==> src/rtl/core/assert_macros.svh <==
// Assertion helpers shared by the core. Each macro expects clk and arst_n in scope.
`ifndef ASSERT_MACROS_SVH
`define ASSERT_MACROS_SVH

// Same-cycle implication, checked outside reset.
`define VMU_ASSERT_IMPL(label, ante, cons, msg) \
	label: assert property (@(posedge clk) disable iff (!arst_n) (ante) |-> (cons)) \
		else $error(msg);

// Next-cycle implication, checked outside reset.
`define VMU_ASSERT_NEXT(label, ante, cons, msg) \
	label: assert property (@(posedge clk) disable iff (!arst_n) (ante) |=> (cons)) \
		else $error(msg);

`endif

==> src/rtl/core/vmu_pkg.sv <==
`default_nettype none
package vmu_pkg;

	localparam int W  = 32;          // component width
	localparam int F  = 16;          // fraction bits
	localparam int PW = 2 * W;       // product width
	localparam int SW = 2 * W + 2;   // width of sums of products
	localparam int NW = W + F;       // divider numerator width

	typedef enum logic [3:0] {
		OP_ADD    = 4'd0,
		OP_SUB    = 4'd1,
		OP_SCALE  = 4'd2,
		OP_DIVIDE = 4'd3,
		OP_DOT    = 4'd4,
		OP_CROSS  = 4'd5,
		OP_MAG    = 4'd6,
		OP_NORM   = 4'd7,
		OP_PERP   = 4'd8
	} func_t;

	typedef logic [W-1:0] comp_t;

	typedef struct packed {
		comp_t val;
		logic  sat;
	} nar_t;

	typedef struct packed {
		func_t             op;
		logic [2:0][W-1:0] v;
		comp_t             scalar;
		comp_t             f;
		logic              sat;
		logic              dz;
	} carry_t;

	// Saturate a sign and magnitude pair to the signed component range.
	function automatic nar_t clip_mag(input logic neg, input logic [SW-1:0] mag);
		logic [SW-1:0] lim;
		logic [SW-1:0] m;
		nar_t r;
		lim = {{(SW-W+1){1'b0}}, {(W-1){1'b1}}} + SW'(neg);
		m = mag;
		r.sat = 1'b0;
		if (mag > lim) begin
			m = lim;
			r.sat = 1'b1;
		end
		r.val = neg ? (~m[W-1:0] + 1'b1) : m[W-1:0];
		return r;
	endfunction

	// Optional shift right toward zero, then saturate.
	function automatic nar_t narrow(input logic signed [SW-1:0] v, input logic shr);
		logic [SW-1:0] mag;
		mag = v[SW-1] ? (~v + 1'b1) : v;
		if (shr) begin
			mag = mag >> F;
		end
		return clip_mag(v[SW-1], mag);
	endfunction

endpackage
`default_nettype wire

==> src/rtl/core/vmu_sqrt.sv <==
`default_nettype none
module vmu_sqrt import vmu_pkg::*; (
	input  logic          clk,
	input  logic          en,
	input  logic [PW-1:0] rad,
	output logic [W-1:0]  root
);

	localparam int RW = W + 4;

	// One root bit per stage, two radicand bits consumed per stage.
	logic [PW-1:0] x_q [1:W];
	logic [RW-1:0] r_q [1:W];
	logic [W-1:0]  q_q [1:W];

	logic [PW-1:0] xs [0:W-1];
	logic [RW-1:0] rsrc [0:W-1];
	logic [W-1:0]  qs [0:W-1];
	logic [PW-1:0] nx [0:W-1];
	logic [RW-1:0] nr [0:W-1];
	logic [W-1:0]  nq [0:W-1];

	always_comb begin
		logic [RW-1:0] rs;
		logic [RW-1:0] tr;
		xs[0]   = rad;
		rsrc[0] = '0;
		qs[0]   = '0;
		for (int k = 1; k < W; k++) begin
			xs[k]   = x_q[k];
			rsrc[k] = r_q[k];
			qs[k]   = q_q[k];
		end
		for (int k = 0; k < W; k++) begin
			rs = {rsrc[k][RW-3:0], xs[k][PW-1 -: 2]};
			tr = {{(RW-W-2){1'b0}}, qs[k], 2'b01};
			nx[k] = xs[k] << 2;
			if (rs >= tr) begin
				nr[k] = rs - tr;
				nq[k] = {qs[k][W-2:0], 1'b1};
			end else begin
				nr[k] = rs;
				nq[k] = {qs[k][W-2:0], 1'b0};
			end
		end
	end

	always_ff @(posedge clk) begin
		if (en) begin
			for (int k = 0; k < W; k++) begin
				x_q[k+1] <= nx[k];
				r_q[k+1] <= nr[k];
				q_q[k+1] <= nq[k];
			end
		end
	end

	assign root = q_q[W];

endmodule
`default_nettype wire

==> config.mk <==
export PLATFORM = sky130hd
export DESIGN_NAME = vmu_sqrt
export DESIGN_NICKNAME = d
export VERILOG_FILES = /design/src/rtl/core/assert_macros.svh /design/src/rtl/core/vmu_pkg.sv /design/src/rtl/core/vmu_sqrt.sv
export SDC_FILE = /design/constraint.sdc
export NUM_CORES = 2
export LEC_CHECK = 0
export BUFFER_PORTS_ARGS = -buffer_cell sky130_fd_sc_hd__buf_2
export CORE_MARGIN = 10
export CORE_UTILIZATION = 40
export CTS_BUF_LIST = sky130_fd_sc_hd__clkbuf_2 sky130_fd_sc_hd__clkbuf_4 sky130_fd_sc_hd__clkbuf_8
export DETAILED_ROUTE_END_ITERATION = 7
export GPL_TIMING_DRIVEN = 0
export PLACE_DENSITY = 0.53
export SYNTH_ARGS = -nofsm -noshare
export SYNTH_HDL_FRONTEND = slang
export SYNTH_MEMORY_MAX_BITS = 65536
export SYNTH_SLANG_ARGS = --single-unit
==> constraint.sdc <==
create_clock -name clk -period 4.8 [get_ports clk]
set_input_delay 0.24 -clock clk [delete_from_list [all_inputs] [get_ports clk]]
set_output_delay 0.24 -clock clk [all_outputs]
set_load 0.01 [all_outputs]
==> results.cfg <==
[floorplan]
io_pins = 98
dieHeight_um = 562.2
coreArea_um2 = 293300
die_w_um = 562.2
start_util_pct = 40.10
rows = 199
fp.dieArea_um2 = 316100

[synth]
yosys_most_used_dff = edfxtp_1
synthCells = 9129
ys_types = 93
syn_area_um2 = 117600
synth.top_cells.by_area = edfxtp_1, ha_1, xnor2_1
avgSynthCellArea_um2 = 12.88
syn_nets = 9757
yosysSeqAreaShare_pct = 64.42
synth-edff-count = 2523
synthTopCellsByCount = edfxtp_1, inv_1, nand2_1
synth_largest_area_cell = edfxtp_1
yosysTopAreaCellShare_pct = 64.42
yosysWarningCount = 0
synth-seq-cells = 2523
async_flop_share_pct = 0
yosysMostFrequentCell = edfxtp_1

[sta]
fin_crit_sh_pct = 93.10
setup_viol = 0
hold_slack_ns = 0.2575
postLayoutSetupSlackWorst_ns = 0.3312
final.setup_skew_ns = 0.07400
worstMarginPinSlew_ns = 1.306
finalMaxSlewViolations = 0
relSlewSlack_pct = 12.13
rsz0062_at_grt = false
timing.fmax_mhz = 223.8
fin_crit_ns = 4.469
hold_viol = 0

[run_status]
status = finished clean

[worst_setup_path]
r2r_cells = 12
required_ns = 5.57
r2r_end = r_q[0][1045]
critPathCapture = r_q[0][1045]
critPathLaunch = x_q[0][1797]
critical_path_arrival_ns = 5.24
r2r_setup_slack_ns = 0.33
setup.worst_path.class = flip-flop to flip-flop
critPathCaptureType = flip-flop
crit_fanout = 10
start_kind = flip-flop
r2r-start = x_q[0][1797]

[power]
finalPower_mw = 61.39
irDropWorstVdd_v = 0.0002677
p_sw_mw = 17.97
p_int_mw = 43.41
seqPwrFrac_pct = 48.4
p_clk_share_pct = 31.5
p_sw_share_pct = 29.28
p_comb_share_pct = 20.2
p_leak_nw = 50.81
powerDensity_nw_per_um2 = 460.1

[route]
viasPerCell = 5.129
first_pass_iters = 6
wl_mm = 257.2
drtIter0Drc = 5529
post_drt_wl_per_cell_um = 18.25
ant_nets = 0
via_count = 72280
drc = 0

[run]
cap_violations = 0

[global_routing]
grt_max_degree = 188
grt.overflow.total = 0
grt_pass1_vias = 72040
grt_pass1_wl_mm = 401.2
antenna_found_initial = 10
grtUsageTotal_pct = 15.63

[place]
dp.cells = 13160
port_buffers = 97
dp_hpwl_mm = 182.4
place_ws_ns = -0.4136
globalplace.congestion = 0.8801

[cts]
cts_tree = done
htreeDepth = 5
cts.sinks = 2523
cts_buffer_depth = 4
cts_setup_buffers = 0
path_clk_slew_ns = 0.06
cts_made_buffers = 442
root_buffer = clkbuf_8
clock_latency_ns = 1.05

[min_path]
min_path_type = input port to flip-flop

[finish]
stdcell_count = 14090
final_util_pct = 45.49
area_delta_synth_final_pct = 13.45
num-nets-final = 10450
drive_gt1_share_pct = 8.880
-- state kept, by name (all words and copies together) (netlist names) --
signal,flops
r_q,1003
x_q,992
q_q,528
-- power groups by stage --
| stage | logic (mW) | clock network [mW] | registers [mW] |
|---|---|---|---|
| 6_report | 12.4 | 19.3 | 29.7 |
| 2_1_floorplan | 9.08 | 0 | 29.3 |
| 3_3_place_gp | 12.0 | 0 | 31.9 |
| 4_1_cts | 12.3 | 20.2 | 29.7 |
| 5_1_grt | 13.9 | 21.2 | 30.0 |
| 3_5_place_dp | 12.2 | 0 | 30.2 |
-- worst min path at each step --
stage                     cells after the start  slack (ns)   startpoint           end
after floorplan                               0        0.34      rad[38]   x_q[0][100]
after global placement                        0        0.40  x_q[0][262]   x_q[0][326]
after detailed placement                      0        0.40  x_q[0][979]  x_q[0][1043]
after CTS                                     2        0.22           en    x_q[0][88]
after global routing                          2        0.26           en    x_q[0][88]
final                                         2        0.26           en    x_q[0][86]
-- placed cells by master, fill, tap and decap left out, drive strengths merged, types with 253 or more instances in the layout --
cell and instances:
edfxtp 2523, inv 732, xor2 413, clkbuf 731, xnor2 426, nand2 655
nor2 539, a21o 253, ha 562, a21oi 571, o21ai 494
-- per-layer routing --
metal	wire, µm	up-vias	global-route usage, %	part of all wire [%]
met5	27	-	0	0.010
met4	7877	4	5.212	3.1
met3	12360	508	2.613	4.8
met2	115800	1630	24.64	45
met1	121100	34750	22.01	47
li1	-	35390	-	-
-- critical path, stage by stage, from the launching register on --
cell and delay, ns:
edfxtp_1 0.57, inv_1 0.16, ha_1 0.20, nor2b_1 0.07, o31a_1 0.29, o311ai_1 0.43
a21oi_1 0.22, a31oi_2 0.47, nand2_1 0.16, a311oi_2 0.52, clkbuf_2 0.45, clkbuf_1 0.53
o21ai_1 0.12
-- what timing repair did --
item / 4_1_cts / 5_1_grt
hold endpoints to repair: 229 / 0
cloned: 0 / 1
endpoints found under the setup margin: 28 / 237
resized for setup: 1 / 15
hold buffers: 130 / 0
-- logic make-up after synthesis --
| family | synth area share (%) |
|---|---|
| DFF | 64.42 |
| and+or+nand+nor | 10.05 |
| AOI/OAI and AO/OA | 9.822 |
| buffers and inverters | 2.851 |
| xor gates and xnor gates | 6.248 |
| adders and majority gates | 5.979 |
| muxes | 0.6255 |
| other | 0.003188 |
-- area by class of cell --
type / instances / area, µm²
diodes: 5 / 12.51
plain buffers: 175 / 669.4
clock buffers: 574 / 7087
clock inverters: 222 / 1510
fillers: 26790 / 159900
inverters: 716 / 2688
multi-input cells: 5715 / 38540
flip-flops and latches: 2523 / 75760
well taps: 3919 / 4903
repair buffers: 244 / 2267
-- per-stage QoR --
step	area [µm²]	setup TNS, ns
floorplan	117600	0
global placement	123000	-
detailed placement	123500	-49.43
CTS	133400	0
global route	133400	0
finish	133400	0
No activity file was read; power rests on OpenSTA's default activity.
